===== config.mk =====
export PLATFORM = sky130hd
export DESIGN_NAME = cau_sqrt
export DESIGN_NICKNAME = d
export VERILOG_FILES = /design/src/hdl/cau_sqrt.sv
export SDC_FILE = /design/constraint.sdc
export NUM_CORES = 1
export LEC_CHECK = 0
export ABC_AREA = 1
export BUFFER_PORTS_ARGS = -buffer_cell sky130_fd_sc_hd__buf_2
export CAP_MARGIN = 20
export CORE_MARGIN = 8
export CORE_UTILIZATION = 55
export CTS_BUF_LIST = sky130_fd_sc_hd__clkbuf_4 sky130_fd_sc_hd__clkbuf_8
export CTS_CLUSTER_SIZE = 30
export DETAILED_ROUTE_END_ITERATION = 10
export PLACE_DENSITY_LB_ADDON = 0.1
export SYNTH_ARGS = -nofsm -noshare
export SYNTH_HDL_FRONTEND = slang
export SYNTH_SLANG_ARGS = --single-unit

===== constraint.sdc =====
create_clock -name clk_i -period 4.32 [get_ports clk_i]
set_input_delay 0.216 -clock clk_i [delete_from_list [all_inputs] [get_ports clk_i]]
set_output_delay 0.216 -clock clk_i [all_outputs]
set_load 0.02 [all_outputs]

===== src/hdl/cau_sqrt.sv =====
// Pipelined digit-by-digit integer square root, two radicand bits per stage.
module cau_sqrt #(
  parameter int DEPTH = 18
) (
  input  logic        clk_i,
  input  logic        en_i,
  input  logic [31:0] rad_i,
  output logic [15:0] root_o,
  output logic [16:0] rem_o
);
  localparam int Steps = 16;

  logic [31:0] x_q [DEPTH];
  logic [31:0] r_q [DEPTH];

  for (genvar s = 0; s < DEPTH; s++) begin : g_stage
    logic [31:0] xp, rp;
    if (s == 0) begin : g_first
      assign xp = rad_i;
      assign rp = '0;
    end else begin : g_next
      assign xp = x_q[s-1];
      assign rp = r_q[s-1];
    end
    if (s < Steps) begin : g_step
      localparam logic [31:0] Bit = 32'd1 << (2 * (Steps - 1 - s));
      logic [32:0] sum;
      logic        ge;
      assign sum = 33'(rp) + 33'(Bit);
      assign ge  = 33'(xp) >= sum;
      always_ff @(posedge clk_i) begin
        if (en_i) begin
          x_q[s] <= ge ? xp - 32'(sum) : xp;
          r_q[s] <= ge ? (rp >> 1) + Bit : rp >> 1;
        end
      end
    end else begin : g_hold
      always_ff @(posedge clk_i) begin
        if (en_i) begin
          x_q[s] <= xp;
          r_q[s] <= rp;
        end
      end
    end
  end

  assign root_o = r_q[DEPTH-1][15:0];
  assign rem_o  = x_q[DEPTH-1][16:0];

endmodule


Word level (Yosys, flattened, before mapping)
Memories as Yosys holds them, arrays and structs flattened.
Index checks and enable logic that the tools add are counted.
{"block": "classes", "n_reduce_logical": 0, "n_mul": 0, "n_addsub": 46, "magnitude_cmp": 16, "div_mod_pow": 0, "n_bitwise": 0, "shifts": 0, "muxes": 34, "n_eq_ne": 0}
{"cell": "32-bit two-way mux", "n": 31}
{"cell": "32-bit by 33-bit greater-or-equal comparator with 1-bit output", "n": 15}
{"cell": "32-bit subtractor", "n": 15}
{"cell": "32-bit by 1-bit adder with 33-bit output (second input constant)", "n": 1}
{"cell": "32-bit by 11-bit adder with 33-bit output (second input constant)", "n": 1}
{"cell": "32-bit by 13-bit adder with 33-bit output (second input constant)", "n": 1}
{"cell": "32-bit by 15-bit adder with 33-bit output (second input constant)", "n": 1}
{"cell": "32-bit by 17-bit adder with 33-bit output (second input constant)", "n": 1}
{"cell": "32-bit by 19-bit adder with 33-bit output (second input constant)", "n": 1}
{"cell": "32-bit by 21-bit adder with 33-bit output (second input constant)", "n": 1}
{"cell": "32-bit by 23-bit adder with 33-bit output (second input constant)", "n": 1}
{"cell": "32-bit by 25-bit adder with 33-bit output (second input constant)", "n": 1}
{"cell": "32-bit by 27-bit adder with 33-bit output (second input constant)", "n": 1}
{"cell": "32-bit by 29-bit adder with 33-bit output (second input constant)", "n": 1}
{"cell": "32-bit by 3-bit adder with 33-bit output (second input constant)", "n": 1}
{"cell": "32-bit by 5-bit adder with 33-bit output (second input constant)", "n": 1}
{"cell": "32-bit by 7-bit adder with 33-bit output (second input constant)", "n": 1}
{"cell": "32-bit by 9-bit adder with 33-bit output (second input constant)", "n": 1}
{"cell": "31-bit by 1-bit adder with 32-bit output (second input constant)", "n": 1}
{"cell": "31-bit by 11-bit adder with 32-bit output (second input constant)", "n": 1}
{"cell": "31-bit by 13-bit adder with 32-bit output (second input constant)", "n": 1}
{"cell": "31-bit by 15-bit adder with 32-bit output (second input constant)", "n": 1}
{"cell": "31-bit by 17-bit adder with 32-bit output (second input constant)", "n": 1}
{"cell": "31-bit by 19-bit adder with 32-bit output (second input constant)", "n": 1}
{"cell": "other kinds (13)", "n": 14}
{"block": "totals", "rom_bits": 0, "inputBits": 34, "ram_bits": 1152, "elab_cells": 98, "reg_bits": 0, "latchBits": 0, "n_memories": 2, "output_inout_bits": 33}
{"memory": "r_q", "words": 18, "word_bits": 32, "rd": 18, "rd_clocked_by_memory_dff": 0, "write_ports": 18, "line_no": "14", "text": "logic [31:0] r_q [DEPTH];"}
{"memory": "x_q", "words": 18, "word_bits": 32, "rd": 18, "rd_clocked_by_memory_dff": 0, "write_ports": 18, "line_no": "13", "text": "logic [31:0] x_q [DEPTH];"}

Depth between registers and ports, before layout
An unclocked memory read counts as a cell.
{"block": "logic_depth", "depth_word": 4, "depth_mapped": 16, "depth_no_buf": 15}

Worst setup path after synthesis
OpenSTA, ideal clock, no wires.
{"block": "synth_timing", "path_type": "register to register", "from": "memory x_q[6][18]", "to": "memory x_q[7][19] (data pin)", "slack_ns": 2.309, "period_less_slack_ns": 2.011, "stages_incl_launch_ff": 11, "path_buffers": 1, "arrival_ns": 1.750, "setup_ns": 0.261, "t_required_ns": 4.059, "path_cell_list": "edfxtp_1 > ha_1 > a21oi_2 > nand2_2 > nand2_1 > nand2_2 > a21oi_2 > inv_2 > nor2_4 > buf_6 > o21ai_0"}
{"element": "start: declaration", "line_no": "13"}

==> impl_metrics.py <==
metrics = {
    "route": {
        "routed_via_density": 5.209,
        "met3_length_um": 5204,
        "topRoutingLayerUsed": "met4",
        "drc": 0,
        "wl_met1_um": 38580,
        "drt_pre_antenna_iters": 6,
        "drtIter0Drc": 2309,
        "final_antenna_net_count": 0,
        "drt-total-wl_um": 86170,
        "wl_met2_um": 39950,
        "vias": 26846,
        "wl_per_cell_um": 16.72,
    },
    "die": {
        "core_area_um2": 66920,
        "fp.dieH_um": 275.3,
        "io_pins": 67,
        "die_w_um": 275.3,
        "initial_core_util_pct": 55.27,
        "die-area_um2": 75800,
        "fp-row-count": 95,
    },
    "timing": {
        "hold_viol": 0,
        "rsz0062_at_grt": "false",
        "finalClockSkew_ns": 0.04423,
        "worst_slew_pin_slew_ns": 0.6794,
        "finalMaxSlewViolations": 0,
        "fin_setup_tns_ns": 0,
        "finalSetupViolCount": 0,
        "slew_headroom_pct": 54.23,
        "timing.final.crit_period_ns": 2.825,
        "finalCritPeriodShare_pct": 65.38,
        "clock.fmax_mhz": 354.0,
    },
    "logic_synthesis": {
        "synth_area_leaders": "edfxtp_1 (57%), nand2_1 (12%), inv_1 (5.9%)",
        "synth_warnings": 0,
        "syn_area_um2": 36990,
        "synth-seq-cells": 699,
        "synth_edf_count": 699,
        "yosys.cell_types.count": 47,
        "synth_flop_cell": "edfxtp_1",
        "netlist_top_cells_count": "nand2_1 (1215), edfxtp_1 (699), inv_1 (580), nor2_1 (399), nand3_1 (241)",
        "syn_area_per_cell_um2": 9.270,
        "synth_nets": 4176,
        "synth_top_area_cell": "edfxtp_1",
        "yosysMostFrequentCell": "nand2_1",
        "synth_async_sr_flop_share_pct": 0,
        "synthCells": 3990,
        "seq_area_frac_synth_pct": 56.75,
        "netlist.area_leader.share_pct": 56.75,
    },
    "run_status": {
        "status": "complete, no violations",
    },
    "pwr": {
        "peakVddDrop_v": 0.0003689,
        "power.share.clock_pct": 30.6,
        "power.leakage_nw": 17.92,
        "p_seq_share_pct": 47.7,
        "p_int_mw": 13.12,
        "switching_power_mw": 5.936,
        "combPwrFrac_pct": 21.6,
        "swShare_pct": 31.16,
        "power_density_nw_per_um2": 465.0,
    },
    "grt": {
        "antenna_found_initial": 1,
        "grt_pass1_wl_um": 135100,
        "grt_start_max_net_pins": 111,
        "grt_remaining_overflow": 0,
        "grt_pass1_vias": 25582,
        "track_usage_pct": 22.68,
    },
    "critical_path": {
        "path_cells": "inv_1, ha_1, a21oi_1, inv_2, nor2_2, nand3_4, nand2_4, nand2_4, inv_2, o21ai_0",
        "critPathLaunchType": "flip-flop",
        "critPathCaptureType": "flip-flop",
        "worstPathRequired_ns": 4.72,
        "crit_path_max_fanout": 29,
        "path_buf_inv": 3,
        "cp_slowest_cell": "inv_2",
        "path_delay_family": "compound AO/OA/AOI/OAI gates",
        "cp_data_arrival_time_ns": 3.22,
        "worstSetupPathType": "reg2reg",
        "max_stage_delay_ns": 0.48,
    },
    "clock_network": {
        "post_cts_buffers": 0,
        "cts_sinks": 699,
        "cts_max_level": 3,
        "cts.path.max_buffers": 3,
        "clkLatencyLatePin_ns": 0.72,
        "cts_tree": "done",
        "cts_buffers": 112,
        "path_clk_slew_ns": 0.06,
        "clock-root-buffer": "clkbuf_8",
    },
    "cells_and_area": {
        "fin_nets": 4372,
        "drive_gt1_share_pct": 8.738,
        "n_fill_cell": 5764,
        "final_util_pct": 61.23,
        "multi_input_area_um2": 13500,
        "area_growth_pct": 10.78,
        "regArea_um2": 20990,
    },
    "placed_design": {
        "dpl.hpwl_um": 65520,
        "port_buffers": 66,
        "gp_congestion": 0.9805,
    },
    "worst_hold_path": {
        "hold_path.class": "in2reg",
    },
    "run": {
        "drv_cap": 0,
    },
}
## per-stage QoR
step,instances,setup slack [ns],power (mW),hold slack (ns),instance area (um2)
after floorplan,3990,2.309,11.96,0.3149,36990
after detailed placement,4912,1.417,13.28,0.4045,38330
after CTS,5153,1.429,19.19,0.1611,40970
final,5154,1.495,19.05,0.2387,40980
after global placement,4912,1.450,13.27,0.4021,38330
after global routing,5154,1.300,20.13,0.1872,40980
## placed cells by master (no fill, tap or decap), drive strengths merged, types with 2 or more instances in the layout
master | synthesis | layout
nand3b | 23 | 23
nand4 | 66 | 66
nor2 | 419 | 419
xnor2 | 41 | 41
and3 | 6 | 6
a21o | 7 | 7
nand2 | 1235 | 1235
o21bai | 12 | 12
clkinvlp | 0 | 2
xor2 | 79 | 79
ha | 152 | 152
clkinv | 0 | 57
nor3b | 5 | 5
a21oi | 163 | 163
nand3 | 245 | 245
clkbuf | 0 | 136
buf | 26 | 75
edfxtp | 699 | 699
inv | 601 | 605
nand2b | 2 | 2
dlygate4sd3 | 0 | 33
o21ai | 107 | 107
or2 | 8 | 8
bufinv | 0 | 9
nor4 | 27 | 27
nor3 | 56 | 56
and2 | 5 | 5
## state kept, by name, indices dropped and copies added, names as in the netlist
| register | cells |
|---|---|
| r_q | 168 |
| x_q | 531 |
## metal layers
layer  global-route usage [%]  vias up
li1                         -    13598
met5                        0        -
met2                    37.10      730
met3                    3.620      163
met4                    7.079        0
met1                    31.06    12355
## what timing repair did
action	in CTS	in global routing
hold buffers	33	0
setup endpoints to repair	0	0
hold endpoints to repair	60	0
resized for setup	0	0
## final timing paths
kind | start | end | slack, ns | depth (start not counted)
worst max-delay path | r_q[11][16] | x_q[12][14] | 1.50 | 10
worst min-delay path | rad_i[25] | x_q[0][25] | 0.24 | 2
worst max register to register | r_q[11][16] | x_q[12][14] | 1.50 | 10
worst min register to register | r_q[16][1] | r_q[17][1] | 0.39 | 0
## area by class of cell
class	count	share of cell area, %
Multi-Input combinational cell	2664	32.95
Inverter	601	5.518
Antenna cell	1	0.006107
Sequential cell	699	51.22
Tap cell	873	2.666
Clock inverter	72	1.432
Timing Repair Buffer	108	1.985
Clock buffer	136	4.217
## power by group through the flow
stage,sequential [mW],combinational (mW),clock (mW)
final,9.09,4.12,5.84
after global routing,9.17,4.67,6.29
after CTS,9.10,4.10,6.00
after detailed placement,9.23,4.05,0
after global placement,9.23,4.05,0
after floorplan,8.98,2.98,0
## worst reg2reg max path: stages (launching register included)
cell	delay [ns]
edfxtp_1	0.44
inv_1	0.07
ha_1	0.35
a21oi_1	0.34
inv_2	0.06
nor2_2	0.17
nand3_4	0.12
nand2_4	0.08
nand2_4	0.15
inv_2	0.48
o21ai_0	0.30
## logic make-up after synthesis
logic type | Yosys count | share of synthesized area (%)
XOR/XNOR | 120 | 2.841
buffers and inverters | 627 | 6.745
adder cells (fa/ha/maj) | 152 | 5.142
flip-flops | 699 | 56.75
AO/OA/AOI/OAI | 293 | 4.601
AND/OR/NAND/NOR | 2099 | 23.92
No activity file was read; power rests on OpenSTA's default activity.
