`config.mk`:
```
export PLATFORM = sky130hd
export DESIGN_NAME = cau_cordic
export DESIGN_NICKNAME = d
export VERILOG_FILES = /design/src/hdl/cau_pkg.sv /design/src/hdl/cau_cordic.sv
export SDC_FILE = /design/constraint.sdc
export NUM_CORES = 2
export LEC_CHECK = 0
export BUFFER_PORTS_ARGS = -buffer_cell sky130_fd_sc_hd__buf_2
export CAP_MARGIN = 20
export CORE_ASPECT_RATIO = 0.8
export CORE_MARGIN = 2
export CORE_UTILIZATION = 50
export DETAILED_ROUTE_END_ITERATION = 8
export PLACE_DENSITY = 0.65
export REMOVE_ABC_BUFFERS = 1
export SYNTH_ARGS = -nofsm -noshare
export SYNTH_HDL_FRONTEND = slang
export SYNTH_SLANG_ARGS = --single-unit
```
`constraint.sdc`:
```
create_clock -name clk_i -period 7.72 [get_ports clk_i]
set_input_delay 1.544 -clock clk_i [delete_from_list [all_inputs] [get_ports clk_i]]
set_output_delay 1.544 -clock clk_i [all_outputs]
set_load 0.02 [all_outputs]
```
`src/hdl/cau_pkg.sv`:
```
// Shared types, constants and the CORDIC angle table of the complex arithmetic unit.
package cau_pkg;

  typedef enum logic [2:0] {
    CMD_ADD   = 3'd0,
    CMD_SUB   = 3'd1,
    CMD_MULT  = 3'd2,
    CMD_DIV   = 3'd3,
    CMD_CONJ  = 3'd4,
    CMD_MAG   = 3'd5,
    CMD_PHASE = 3'd6
  } cmd_e;

  typedef enum logic [1:0] {
    ST_OK    = 2'd0,
    ST_UNDEF = 2'd1,
    ST_SAT   = 2'd2
  } status_e;

  // Angle fraction bits, angle table width, angle accumulator width, divider quotient bits.
  localparam int AngFrac = 16;
  localparam int AngW    = 23;
  localparam int ZW      = 26;
  localparam int QW      = 17;

  typedef struct packed {
    logic        ovf;
    logic [15:0] val;
  } sat_t;

  // Per-item side data that rides along with the long arithmetic units.
  typedef struct packed {
    cmd_e        cmd;
    logic [15:0] re;
    logic [15:0] im;
    status_e     st;
    logic        dz;
    logic        az;
    logic        arz;
    logic        aiz;
  } side_t;

  function automatic sat_t sat16(input logic signed [33:0] v);
    sat_t r;
    if (v > 34'sd32767) begin
      r.ovf = 1'b1;
      r.val = 16'h7FFF;
    end else if (v < -34'sd32768) begin
      r.ovf = 1'b1;
      r.val = 16'h8000;
    end else begin
      r.ovf = 1'b0;
      r.val = v[15:0];
    end
    return r;
  endfunction

  // atan(2^-i) in degrees with AngFrac fraction bits.
  function automatic logic [AngW-1:0] atan_deg(input int unsigned idx);
    logic [AngW-1:0] a;
    unique case (idx)
      0:  a = 23'd2949120;
      1:  a = 23'd1740967;
      2:  a = 23'd919879;
      3:  a = 23'd466945;
      4:  a = 23'd234379;
      5:  a = 23'd117304;
      6:  a = 23'd58666;
      7:  a = 23'd29335;
      8:  a = 23'd14668;
      9:  a = 23'd7334;
      10: a = 23'd3667;
      11: a = 23'd1833;
      12: a = 23'd917;
      13: a = 23'd458;
      14: a = 23'd229;
      15: a = 23'd115;
      16: a = 23'd57;
      17: a = 23'd29;
      18: a = 23'd14;
      19: a = 23'd7;
      20: a = 23'd4;
      21: a = 23'd2;
      22: a = 23'd1;
      default: a = '0;
    endcase
    return a;
  endfunction

endpackage

```
`src/hdl/cau_cordic.sv`:
```
// Pipelined vectoring CORDIC that accumulates the angle of (x, y) in degrees.
module cau_cordic #(
  parameter int STEPS = 16,
  parameter int DEPTH = 18
) (
  input  logic                         clk_i,
  input  logic                         en_i,
  input  logic [15:0]                  xa_i,
  input  logic [15:0]                  ya_i,
  output logic signed [cau_pkg::ZW-1:0] ang_o
);
  import cau_pkg::*;

  localparam int XW = 36;

  logic signed [XW-1:0] x_q [DEPTH];
  logic signed [XW-1:0] y_q [DEPTH];
  logic signed [ZW-1:0] z_q [DEPTH];

  for (genvar s = 0; s < DEPTH; s++) begin : g_stage
    logic signed [XW-1:0] xp, yp;
    logic signed [ZW-1:0] zp;
    if (s == 0) begin : g_first
      assign xp = $signed(XW'({xa_i, {AngFrac{1'b0}}}));
      assign yp = $signed(XW'({ya_i, {AngFrac{1'b0}}}));
      assign zp = '0;
    end else begin : g_next
      assign xp = x_q[s-1];
      assign yp = y_q[s-1];
      assign zp = z_q[s-1];
    end
    if (s < STEPS) begin : g_step
      localparam logic signed [ZW-1:0] Ang = $signed(ZW'(atan_deg(s)));
      logic signed [XW-1:0] xs, ys;
      logic                 pos;
      assign xs  = xp >>> s;
      assign ys  = yp >>> s;
      assign pos = !yp[XW-1] && (yp != '0);
      always_ff @(posedge clk_i) begin
        if (en_i) begin
          x_q[s] <= pos ? xp + ys : xp - ys;
          y_q[s] <= pos ? yp - xs : yp + xs;
          z_q[s] <= pos ? zp + Ang : zp - Ang;
        end
      end
    end else begin : g_hold
      always_ff @(posedge clk_i) begin
        if (en_i) begin
          x_q[s] <= xp;
          y_q[s] <= yp;
          z_q[s] <= zp;
        end
      end
    end
  end

  assign ang_o = z_q[DEPTH-1];

endmodule

```
; ---- Word level (Yosys, flattened, before mapping)
; Memory sizes are Yosys's and may differ from the RTL's.
; Cells that the tools add are included.
; W data, S select, Z words.
[classes]
add_sub_neg = 93
reduce_logical = 46
n_mux = 50
[ops]
columns = op, count
row1 = $mux W36, 32
row2 = $reduce_bool A36 Y1, 16
row3 = $mux W26, 16
row4 = $add A36 B21 Y36, 2
row5 = $add A36 B22 Y36, 2
row6 = $add A36 B23 Y36, 2
row7 = $add A36 B24 Y36, 2
row8 = $add A36 B25 Y36, 2
row9 = $add A36 B26 Y36, 2
row10 = $add A36 B27 Y36, 2
row11 = $add A36 B28 Y36, 2
row12 = $add A36 B29 Y36, 2
row13 = $add A36 B30 Y36, 2
row14 = $add A36 B31 Y36, 2
row15 = $add A36 B32 Y36, 2
row16 = $add A36 B33 Y36, 2
row17 = $add A36 B34 Y36, 2
row18 = $add A36 B35 Y36, 2
row19 = $sub A36 B21 Y36, 2
row20 = $sub A36 B22 Y36, 2
row21 = $sub A36 B23 Y36, 2
row22 = $sub A36 B24 Y36, 2
row23 = $sub A36 B25 Y36, 2
row24 = $sub A36 B26 Y36, 2
row25 = 44 further kinds, 83
[totals]
wordCells = 192
ramBits = 1764
input_bits = 34
n_memories = 3
regBits = 0
out_inout_bits = 26
[mem_list]
columns = memory, depth, word_bits, rd, rd_clocked_by_memory_dff, wr, line_no
row1 = x_q, 18, 36, 17, 0, 18, cau_cordic.sv:16  ; logic signed [XW-1:0] x_q [DEPTH];
row2 = y_q, 18, 36, 17, 0, 18, cau_cordic.sv:17  ; logic signed [XW-1:0] y_q [DEPTH];
row3 = z_q, 18, 26, 18, 0, 18, cau_cordic.sv:18  ; logic signed [ZW-1:0] z_q [DEPTH];

; ---- Logic depth before layout (Yosys ltp)
; An unclocked memory read counts as a cell.
[logic_depth]
word_depth = 4
mapped_depth = 28
ltp_nobuf = 24

; ---- Least setup slack after synthesis
; OpenSTA, ideal clock, no wires.
[synth_path]
path_type = register to register
from = memory y_q[5][8]
to = memory x_q[6][35] (data pin)
setup_ns = 0.260
t_arrival_ns = 6.323
path_buffers = 2
required_time_ns = 7.460
path_slack_ns = 1.137
stages_incl_launch_ff = 25
synth_period_minus_slack_ns = 6.583
path_cell_list = edfxtp_1 -> nor3_1 -> nand3b_1 -> or3_1 -> or3_1 -> or4_1 -> nand2b_1 -> nor2_1 -> or2_2 -> buf_2 -> clkbuf_1 -> o21ai_0 -> ha_1 -> fa_1 -> a21o_1 -> a21oi_1 -> o21bai_1 -> a2111oi_0 -> o31ai_1 -> and3_1 -> o21ai_0 -> nand4_1 -> a31o_2 -> a21oi_1 -> xnor2_1
[synth_lines]
columns = element, line_no
row1 = start: declaration, cau_cordic.sv:17
row2 = end: declaration, cau_cordic.sv:16

==> impl_metrics.ini <==
[timing]
setup_violations = 0
worst_pin_slew_ns = 1.163
layout_min_cycle_time_ns = 7.264
grt_setup_unrepaired = false
final_max_slew_viol_count = 0
hold_violations = 0
max_slew_margin_pct = 22.49
fin_ws_ns = 0.4562
fin_crit_sh_pct = 94.09
finalClockSkew_ns = 0.05299
max_freq_mhz = 137.7

[cts]
cts_tree = built
cts_setup_buffers = 0
cts_sinks = 1311
clock_latency_ns = 0.84
clk_path_buf_depth = 4
cts_root_buf = clkbuf_16
clkTransAtPathRegs_ns = 0.06
numCtsBuffers = 158
ctsHoldBuffers = 0
h-tree-depth = 4

[logic_synthesis]
netlist_area_um2 = 108400
ys_types = 95
synth.avg_cell_area_um2 = 9.699
yosys_warnings = 0
synth_top_flop_cell = edfxtp_1
ys_seq_area_share_pct = 36.31
synth_edf_count = 1311
yosys_register_bits = 1311
synthCells = 11180
async_flop_share_pct = 0

[route]
drt_wl_total_mm = 299.5
ant_nets = 0
drc_errors = 0
vias_per_cell = 6.025
post_drt_wl_per_cell_um = 20.93
initialDrtViolationCount = 7446
vias = 86230
drtPass1Iterations = 6

[placed_design]
place.port_buffers = 58
routabilityCongestion = 0.9654
post-place-ws_ns = 0.4459
hpwl_mm = 238.5

[cells_and_area]
final_cell_mix = edfxtp_1, ha_1, xnor2_1
final_layout_size_suffix_gt1_share_pct = 4.660
nNetsFinal = 12650
syn_to_final_growth_pct = 8.460
final_common_cell = edfxtp_1
fillCellCount = 19050

[global_route]
grt_pass1_vias = 82250
track_usage_pct = 26.59
grt_pass1_wl_mm = 466.9
gr-total-overflow = 0
antenna_found_initial = 7
grt_max_degree = 176

[setup_path]
r2r-end = y_q[11][34]
critPathSlowestCell = or4_1
end_kind = flop
worstPathArrival_ns = 7.83
r2r-start = y_q[10][15]
path_max_fanout = 22
start_kind = flop
worstSetupPathType = reg2reg
crit_family = simple AND/OR/NAND/NOR gates
rr_worst_depth = 22
crit_chain = or4_1, or3_1, or3_1, or4_1, or2_2, nand2b_2, buf_4, nand2_1, xor2_1, ha_1, o21ai_0, o21bai_1, a21oi_1, o21ai_0, a31oi_2, buf_4, o31ai_1, o41a_1, a41o_1, or4_1, a311oi_1, xnor2_1
cpPeakStageDelay_ns = 0.60
cpMostUsedCell = or4_1
rrSetupSlack_ns = 0.46
worstPathRequired_ns = 8.28
crit_buf_inv = 2

[worst_hold_path]
hold-path-cell-count = 0
worstHoldStart = z_q[15][8]
hp-class = reg2reg
min_to = z_q[16][8]

[floorplan]
rows = 152
core_um2 = 215100
start_util_pct = 50.41
die-height_um = 420.5
dieArea_um2 = 220600
io_pins = 60
fp.dieW_um = 524.6

[run]
max-cap-violations = 0

[status]
outcome = complete, no violations
## cells in the mapped netlist (57+ instances only)
library cell | number | share of area [%]
o21a_1 | 170 | 1.2
ha_1 | 1230 | 14
nor4_1 | 102 | 0.59
nand3_1 | 242 | 1.1
or4_1 | 66 | 0.46
a31oi_1 | 76 | 0.44
a21o_1 | 411 | 2.8
nor3_1 | 317 | 1.5
nand2b_1 | 179 | 1.0
a21oi_1 | 1008 | 4.7
nor2_1 | 854 | 3.0
nor2b_1 | 163 | 0.94
nand4_1 | 71 | 0.41
xor2_1 | 553 | 4.5
or2_2 | 74 | 0.43
o31ai_1 | 183 | 1.3
xnor2_1 | 1081 | 8.7
a211oi_1 | 100 | 0.69
clkbuf_1 | 149 | 0.52
o41ai_1 | 71 | 0.57
o21bai_1 | 134 | 0.93
nand2_1 | 611 | 2.1
o21ai_0 | 624 | 2.9
or3_1 | 143 | 0.83
and3_1 | 104 | 0.60
and2_1 | 57 | 0.33
edfxtp_1 | 1311 | 36
inv_1 | 457 | 1.6
## metrics by stage
step | hold slack [ns] | std cells | utilization (%) | TNS (ns) | instance area [µm²]
5_1_grt | 0.4234 | 14310 | 54.67 | 0 | 117600
6_report | 0.4174 | 14310 | 54.67 | 0 | 117600
3_5_place_dp | 0.4045 | 14030 | 52.31 | 0 | 112500
2_1_floorplan | 0.4003 | 11050 | - | -17.34 | 107900
4_1_cts | 0.4189 | 14310 | 54.65 | 0 | 117500
3_3_place_gp | 0.4010 | 14030 | 52.31 | 0 | 112500
## per-layer routing
| metal | share of wire, % | track usage (%) |
|---|---|---|
| met1 | 45 | 36.03 |
| met2 | 45 | 43.34 |
| met3 | 6.7 | 4.441 |
| met4 | 3.3 | 8.396 |
| met5 | 0.0043 | 0 |
## worst max path at each step
stage,end,slack (ns),from,depth (start not counted)
after floorplan,z_q[4][24],-1.11,x_q[3][10],18
after global placement,y_q[11][34],0.49,y_q[10][15],22
after detailed placement,y_q[11][34],0.45,y_q[10][15],22
after CTS,y_q[11][34],0.39,y_q[10][15],22
after global routing,y_q[11][34],0.06,y_q[10][15],22
final,y_q[11][34],0.46,y_q[10][15],22
## repair_timing
action                                  in CTS  in global routing
endpoints found under the setup margin       0                  3
resized for setup                            0                  4
hold endpoints to repair                     0                  0
## sequential cells by signal (all words and copies together) (netlist names)
name and count:
y_q 473, z_q 413, x_q 425
## kinds of logic after synthesis
kind of cell    Yosys count  synth area share (%)
simple gates           3083                 14.04
mux                      56                0.5239
xor+xnor               1634                 13.20
buf+inv                 635                 2.209
fa+ha+maj              1267                 14.88
other cells               1              0.003459
compound gates         3191                 18.84
flops                  1311                 36.31
## area by class of cell
| cell class | instances | area, µm² | area share (%) |
|---|---|---|---|
| Inverter | 463 | 1738 | 1.478 |
| Antenna cell | 3 | 7.507 | 0.006384 |
| Timing Repair Buffer | 138 | 1025 | 0.8714 |
| Tap cell | 2849 | 3565 | 3.031 |
| Clock inverter | 91 | 943.4 | 0.8023 |
| Sequential cell | 1311 | 39370 | 33.48 |
| Clock buffer | 182 | 4086 | 3.475 |
| Multi-Input combinational cell | 9275 | 66860 | 56.86 |
Power is left out: the tool's default activity adds up to more than one toggle a clock period on the data nets, which glitch-free logic cannot reach.
