[src/hdl/cau_pkg.sv]
// Shared types, constants and the CORDIC angle table of the complex arithmetic unit.
package cau_pkg;

  typedef enum logic [2:0] {
    CMD_ADD   = 3'd0,
    CMD_SUB   = 3'd1,
    CMD_MULT  = 3'd2,
    CMD_DIV   = 3'd3,
    CMD_CONJ  = 3'd4,
    CMD_MAG   = 3'd5,
    CMD_PHASE = 3'd6
  } cmd_e;

  typedef enum logic [1:0] {
    ST_OK    = 2'd0,
    ST_UNDEF = 2'd1,
    ST_SAT   = 2'd2
  } status_e;

  // Angle fraction bits, angle table width, angle accumulator width, divider quotient bits.
  localparam int AngFrac = 16;
  localparam int AngW    = 23;
  localparam int ZW      = 26;
  localparam int QW      = 17;

  typedef struct packed {
    logic        ovf;
    logic [15:0] val;
  } sat_t;

  // Per-item side data that rides along with the long arithmetic units.
  typedef struct packed {
    cmd_e        cmd;
    logic [15:0] re;
    logic [15:0] im;
    status_e     st;
    logic        dz;
    logic        az;
    logic        arz;
    logic        aiz;
  } side_t;

  function automatic sat_t sat16(input logic signed [33:0] v);
    sat_t r;
    if (v > 34'sd32767) begin
      r.ovf = 1'b1;
      r.val = 16'h7FFF;
    end else if (v < -34'sd32768) begin
      r.ovf = 1'b1;
      r.val = 16'h8000;
    end else begin
      r.ovf = 1'b0;
      r.val = v[15:0];
    end
    return r;
  endfunction

  // atan(2^-i) in degrees with AngFrac fraction bits.
  function automatic logic [AngW-1:0] atan_deg(input int unsigned idx);
    logic [AngW-1:0] a;
    unique case (idx)
      0:  a = 23'd2949120;
      1:  a = 23'd1740967;
      2:  a = 23'd919879;
      3:  a = 23'd466945;
      4:  a = 23'd234379;
      5:  a = 23'd117304;
      6:  a = 23'd58666;
      7:  a = 23'd29335;
      8:  a = 23'd14668;
      9:  a = 23'd7334;
      10: a = 23'd3667;
      11: a = 23'd1833;
      12: a = 23'd917;
      13: a = 23'd458;
      14: a = 23'd229;
      15: a = 23'd115;
      16: a = 23'd57;
      17: a = 23'd29;
      18: a = 23'd14;
      19: a = 23'd7;
      20: a = 23'd4;
      21: a = 23'd2;
      22: a = 23'd1;
      default: a = '0;
    endcase
    return a;
  endfunction

endpackage

[src/hdl/cau_div.sv]
// Pipelined restoring divider: one quotient bit per stage, rounded numerator prepared up front.
module cau_div #(
  parameter int FRAC_BITS = 8,
  parameter int DEPTH     = 18
) (
  input  logic                  clk_i,
  input  logic                  en_i,
  input  logic signed [32:0]    num_i,
  input  logic [31:0]           den_i,
  output logic [cau_pkg::QW-1:0] quo_o,
  output logic                  ovf_o,
  output logic                  neg_o
);
  import cau_pkg::*;

  localparam int NW = 33 + FRAC_BITS;
  localparam int HW = NW - QW;

  logic [32:0]   mag;
  logic [NW-1:0] nfull;
  logic [HW-1:0] hi;
  logic          ovf0;

  logic [31:0]   rem_q [DEPTH];
  logic [QW-1:0] quo_q [DEPTH];
  logic [QW-1:0] lo_q  [DEPTH];
  logic          ovf_q [DEPTH];
  logic          neg_q [DEPTH];
  logic [31:0]   den_q [DEPTH];

  // Add half the divisor so the truncating quotient rounds to nearest.
  always_comb begin
    mag   = num_i[32] ? 33'(-num_i) : 33'(num_i);
    nfull = (NW'(mag) << FRAC_BITS) + NW'(den_i >> 1);
    hi    = nfull[NW-1:QW];
    ovf0  = 33'(hi) >= 33'(den_i);
  end

  always_ff @(posedge clk_i) begin
    if (en_i) begin
      rem_q[0] <= 32'(hi);
      quo_q[0] <= '0;
      lo_q[0]  <= nfull[QW-1:0];
      ovf_q[0] <= ovf0;
      neg_q[0] <= num_i[32];
      den_q[0] <= den_i;
    end
  end

  for (genvar s = 1; s < DEPTH; s++) begin : g_stage
    if (s <= QW) begin : g_step
      logic [32:0] t;
      logic        ge;
      assign t  = {rem_q[s-1], lo_q[s-1][QW-1]};
      assign ge = t >= {1'b0, den_q[s-1]};
      always_ff @(posedge clk_i) begin
        if (en_i) begin
          rem_q[s] <= ge ? 32'(t - {1'b0, den_q[s-1]}) : 32'(t);
          quo_q[s] <= {quo_q[s-1][QW-2:0], ge};
          lo_q[s]  <= {lo_q[s-1][QW-2:0], 1'b0};
          ovf_q[s] <= ovf_q[s-1];
          neg_q[s] <= neg_q[s-1];
          den_q[s] <= den_q[s-1];
        end
      end
    end else begin : g_hold
      always_ff @(posedge clk_i) begin
        if (en_i) begin
          rem_q[s] <= rem_q[s-1];
          quo_q[s] <= quo_q[s-1];
          lo_q[s]  <= lo_q[s-1];
          ovf_q[s] <= ovf_q[s-1];
          neg_q[s] <= neg_q[s-1];
          den_q[s] <= den_q[s-1];
        end
      end
    end
  end

  assign quo_o = quo_q[DEPTH-1];
  assign ovf_o = ovf_q[DEPTH-1];
  assign neg_o = neg_q[DEPTH-1];

endmodule

[config.mk]
export PLATFORM = sky130hd
export DESIGN_NAME = cau_div
export DESIGN_NICKNAME = d
export VERILOG_FILES = /design/src/hdl/cau_pkg.sv /design/src/hdl/cau_div.sv
export SDC_FILE = /design/constraint.sdc
export NUM_CORES = 2
export LEC_CHECK = 0
export BUFFER_PORTS_ARGS = -buffer_cell sky130_fd_sc_hd__buf_2
export CORE_UTILIZATION = 35
export DETAILED_ROUTE_END_ITERATION = 16
export HOLD_SLACK_MARGIN = 0.03
export PLACE_DENSITY_LB_ADDON = 0.1
export SYNTH_ARGS = -nofsm -noshare
export SYNTH_HDL_FRONTEND = slang
export SYNTH_SLANG_ARGS = --single-unit
[constraint.sdc]
create_clock -name clk_i -period 6.9 [get_ports clk_i]
set_clock_uncertainty 0.2 [all_clocks]
set_input_delay 0.345 -clock clk_i [delete_from_list [all_inputs] [get_ports clk_i]]
set_output_delay 0.345 -clock clk_i [all_outputs]
set_load 0.01 [all_outputs]
# Word level (Yosys, flattened, before mapping)
# Memory sizes are Yosys's and may differ from the RTL's.
# Index checks and enable logic that the tools add are counted.
# totals
elab_cells	63
ramBits	1800
inputBits	67
reg_bits	0
out_inout_bits	19
mem_count	6
# classes
addsub	19
n_lt_le_gt_ge	18
muxes	20
# mem_list
name	depth	width	read_ports	rd_ports_with_merged_regs	write_ports	line	text
den_q	18	32	17	0	18	cau_div.sv:29	logic [31:0] den_q [DEPTH];
rem_q	18	32	17	0	18	cau_div.sv:24	logic [31:0] rem_q [DEPTH];
lo_q	18	17	17	0	18	cau_div.sv:26	logic [QW-1:0] lo_q [DEPTH];
quo_q	18	17	18	0	18	cau_div.sv:25	logic [QW-1:0] quo_q [DEPTH];
neg_q	18	1	18	0	18	cau_div.sv:28	logic neg_q [DEPTH];
ovf_q	18	1	18	0	18	cau_div.sv:27	logic ovf_q [DEPTH];
# ops
cell	n
$ge 33x32->1	17
$mux 32	17
$sub 32x32->32	17
$add 41x31->41	1
$mux 33	1
$neg 33->33	1
$ge 24x32->1	1
$mux 1	2

# Logic depth before layout (Yosys ltp)
# logic_depth
depth_word	4
depth_mapped	23
depth_no_buf	22

# Worst setup path after synthesis
# OpenSTA, ideal clock, no wires.
# synth_timing
path_kind	input-to-reg
startpoint	in num_i[4]
endpoint	mem ovf_q[0] (data pin)
t_arrival_ps	4935
path_buffers	0
stages	21
t_required_ps	6437
path_slack_ps	1502
setup_ps	263
cell_sequence	or3_1 -> nor2_1 -> nand2_1 -> o21ai_0 -> xnor2_1 -> ha_1 -> inv_1 -> or4b_2 -> a31oi_1 -> a211oi_1 -> a211oi_1 -> a21oi_1 -> o21ba_2 -> xnor2_1 -> ha_1 -> a21o_1 -> a211oi_1 -> a211oi_1 -> a221o_1 -> a31oi_1 -> o21ai_0
# synth_rtl
item	line	text
start: declaration	cau_div.sv:8	input logic signed [32:0] num_i,
end: declaration	cau_div.sv:27	

==> impl_metrics.json <==
{
  "cts.sink_count": 1314,
  "slew_headroom_pct": 24.84,
  "grt.busiest_layer": "met2",
  "ff2ff_setup_slack_ns": 2.02,
  "ys_top_cells_by_area": "edfxtp_1 (52%), ha_1 (9.7%), mux2_2 (3.9%), inv_1 (3.5%), xnor2_1 (3.3%)",
  "cts_hold_buf": 58,
  "startpoint_type": "input port",
  "wl_per_cell_um": 18.94,
  "critPathBufInv": 3,
  "ys_seq_area_share_pct": 51.95,
  "grt_max_degree": 178,
  "path_clk_slew_ns": 0.06,
  "synthMuxAreaShare_pct": 4.245,
  "r2r_start": "rem_q[3][0]",
  "ys_seq_elements": 1314,
  "cts_tree": "built",
  "clockBufferDepth": 3,
  "ys.flop_type": "edfxtp_1",
  "yosys.area_share.simple_pct": 9.365,
  "drc": 0,
  "worstSkewPairLatency_ns": 0.83,
  "firstDrtPassIters": 6,
  "die-height_um": 467.8,
  "vias": 50614,
  "met1_usage_pct": 19.59,
  "start_util_pct": 35.32,
  "slew_violations": 0,
  "finalSetupViolCount": 0,
  "clockPowerShare_pct": 22.9,
  "cp_max_fo": 5,
  "detailed_place_hpwl_um": 145100,
  "synth-xor-area-share_pct": 5.120,
  "worst_slew_pin_slew_ns": 1.120,
  "hold_violations": 0,
  "boundaryPins": 86,
  "crit_end": "ovf_q[0]",
  "netlist_instances": 6735,
  "routed_wl_um": 187500,
  "synth_compound_area_share_pct": 14.86,
  "path_delay_family": "compound AO/OA/AOI/OAI gates",
  "met2_usage_pct": 31.80,
  "post_cts_resized": 0,
  "syn_to_final_growth_pct": 13.01,
  "drive_gt1_share_pct": 10.15,
  "swShare_pct": 36.39,
  "intPower_mw": 23.82,
  "die_w_um": 467.8,
  "arrival_ns": 6.54,
  "fmax_mhz": 161.7,
  "p_switching_mw": 13.63,
  "vias_per_cell": 5.113,
  "grt_pass1_wl_um": 291700,
  "layoutNonFillerInstCount": 9899,
  "gr-total-overflow": 0,
  "synth.distinct_cells": 94,
  "synth_edf_count": 1314,
  "dp.cells": 9552,
  "synth.net_count": 7406,
  "cp_slowest_cell": "or4b_2",
  "worst_setup_path_end_kind": "register",
  "cts_max_level": 4,
  "synth_top_area_share_pct": 51.95,
  "critPathMaxStageDelay_ns": 0.70,
  "synth-warning-count": 0,
  "power.total_mw": 37.44,
  "vdd_ir_drop_max_mv": 0.2902,
  "numCtsBuffers": 161,
  "first_iter_violations": 2626,
  "worst_path_most_repeated_cell": "a211oi_1",
  "root_buffer": "clkbuf_16",
  "place_congestion": 0.8556,
  "path_cells": "dlygate4sd3_1 > buf_2 > or3_1 > nor2_1 > nand2_1 > o21ai_0 > xnor2_1 > ha_1 > inv_1 > or4b_2 > a31oi_1 > a211oi_1 > a211oi_1 > a21oi_1 > o21ba_2 > xnor2_1 > ha_1 > a21o_1 > a211oi_1 > o211ai_1 > a221o_1 > a31oi_1 > o21ai_0",
  "ant_nets": 0,
  "cp.depth": 23,
  "rr_worst_depth": 11,
  "r2r_end": "rem_q[4][2]",
  "maxCapViolations": 0,
  "async_reset_ff_share_pct": 0,
  "status": "completed",
  "rsz0062_at_grt": "no",
  "avgSynthCellArea_sq_um": 11.28,
  "power_leakage_nw": 34.80,
  "synthAdderAreaFrac_pct": 10.12,
  "grt_pass1_vias": 51227,
  "yosysMostFrequentCell": "edfxtp_1",
  "synth_top_family_by_area": "compound AO/OA/AOI/OAI gates",
  "synthesis.area_sq_mm": 0.07595,
  "startpoint": "num_i[2]",
  "grt_usage_pct": 17.07,
  "synth_common_cells": "edfxtp_1 (1314), inv_1 (711), ha_1 (587), a21oi_1 (495), nand2_1 (423)",
  "fin_tns_setup_ns": 0,
  "fin_crit_sh_pct": 89.63,
  "hp-class": "in -> reg",
  "critical_path_class": "in -> reg",
  "seq_power_share_pct": 33.7,
  "whs_ns": 0.1016,
  "period_needed_ns": 6.184,
  "die_area_sq_mm": 0.2189,
  "combPwrFrac_pct": 43.4,
  "antenna_found_initial": 0,
  "core-area_sq_mm": 0.2150,
  "num_rows": 170,
  "met3_usage_pct": 2.322,
  "required_ns": 7.26,
  "antenna_cells": 0,
  "pwr_density_cell_mw_per_mm2": 436.2,
  "yosysTopAreaCell": "edfxtp_1",
  "io_buffers": 85,
  "postCtsSetupRepairBufs": 0,
  "nets": 7606
}
metal layers:
metal | share of wire (%) | vias to the layer above
li1 | - | 25304
met1 | 42 | 24322
met2 | 52 | 688
met3 | 2.8 | 300
met4 | 3.6 | 0
met5 | 0 | -
cell usage in the layout (no fill, tap or decap), types with 84 or more instances in the layout:
cell / instances
nor3_1: 104
mux2_2: 265
buf_2: 84
o21a_1: 84
nand3_1: 103
nand4_1: 91
ha_1: 587
a21o_1: 274
inv_1: 711
xor2_1: 159
clkbuf_16: 161
xnor2_1: 285
nor2_1: 360
a21oi_1: 494
edfxtp_1: 1314
o21ai_0: 387
nand2_1: 423
flip-flops by register name, summed over array words and instances, names as in the netlist:
name   cells
rem_q    536
ovf_q     18
lo_q      45
den_q    544
quo_q    153
neg_q     18
worst min-delay path by stage:
stage	from	end	slack [ns]	cells after the start
global route	den_i[2]	den_q[0][2]	0.08	2
floorplan	lo_q[0][9]	lo_q[1][10]	0.20	0
finish	den_i[5]	den_q[0][5]	0.10	2
CTS	den_i[3]	den_q[0][3]	0.03	2
detailed placement	lo_q[0][15]	lo_q[1][16]	0.20	0
global placement	lo_q[1][10]	lo_q[2][11]	0.20	0
final cells by class:
| class | count | area (sq um) |
|---|---|---|
| tap | 2838 | 3551 |
| timing repair buffer | 187 | 1464 |
| fill | 20434 | 129200 |
| multi-input combinational | 4560 | 33300 |
| sequential | 1314 | 39460 |
| clock buffer | 192 | 4145 |
| clock inverter | 97 | 1250 |
| inverter | 711 | 2669 |
per-stage QoR:
step	area (sq um)	utilization, %	setup slack, ns
floorplan	75950	-	1.502
global placement	79860	37.14	0.4797
detailed placement	79860	37.14	0.4873
CTS	85830	39.92	0.8115
global route	85830	39.92	0.3234
finish	85830	39.92	0.7158
worst register-to-register path, delay by kind of cell, from the launching register on:
family | cells | cell delay (ns)
buffers and inverters | 1 | 0.49
AO/OA/AOI/OAI | 8 | 2.85
flip-flops | 1 | 0.41
AND/OR/NAND/NOR | 1 | 0.19
adder cells (fa/ha/maj) | 1 | 0.46
power groups by stage:
stage / registers, mW / logic [mW] / clock network, mW
2_1_floorplan: 12.3 / 12.4 / 0
3_3_place_gp: 12.8 / 16.1 / 0
3_5_place_dp: 12.8 / 16.2 / 0
4_1_cts: 12.6 / 16.4 / 8.87
5_1_grt: 12.8 / 18.1 / 9.14
6_report: 12.6 / 16.3 / 8.58
logic make-up after synthesis:
logic type,Yosys count
compound gates,1758
simple gates,1465
flops,1314
buf+inv,861
fa+ha+maj,604
xor+xnor,444
mux,289
(Power assumes the default switching activity.)
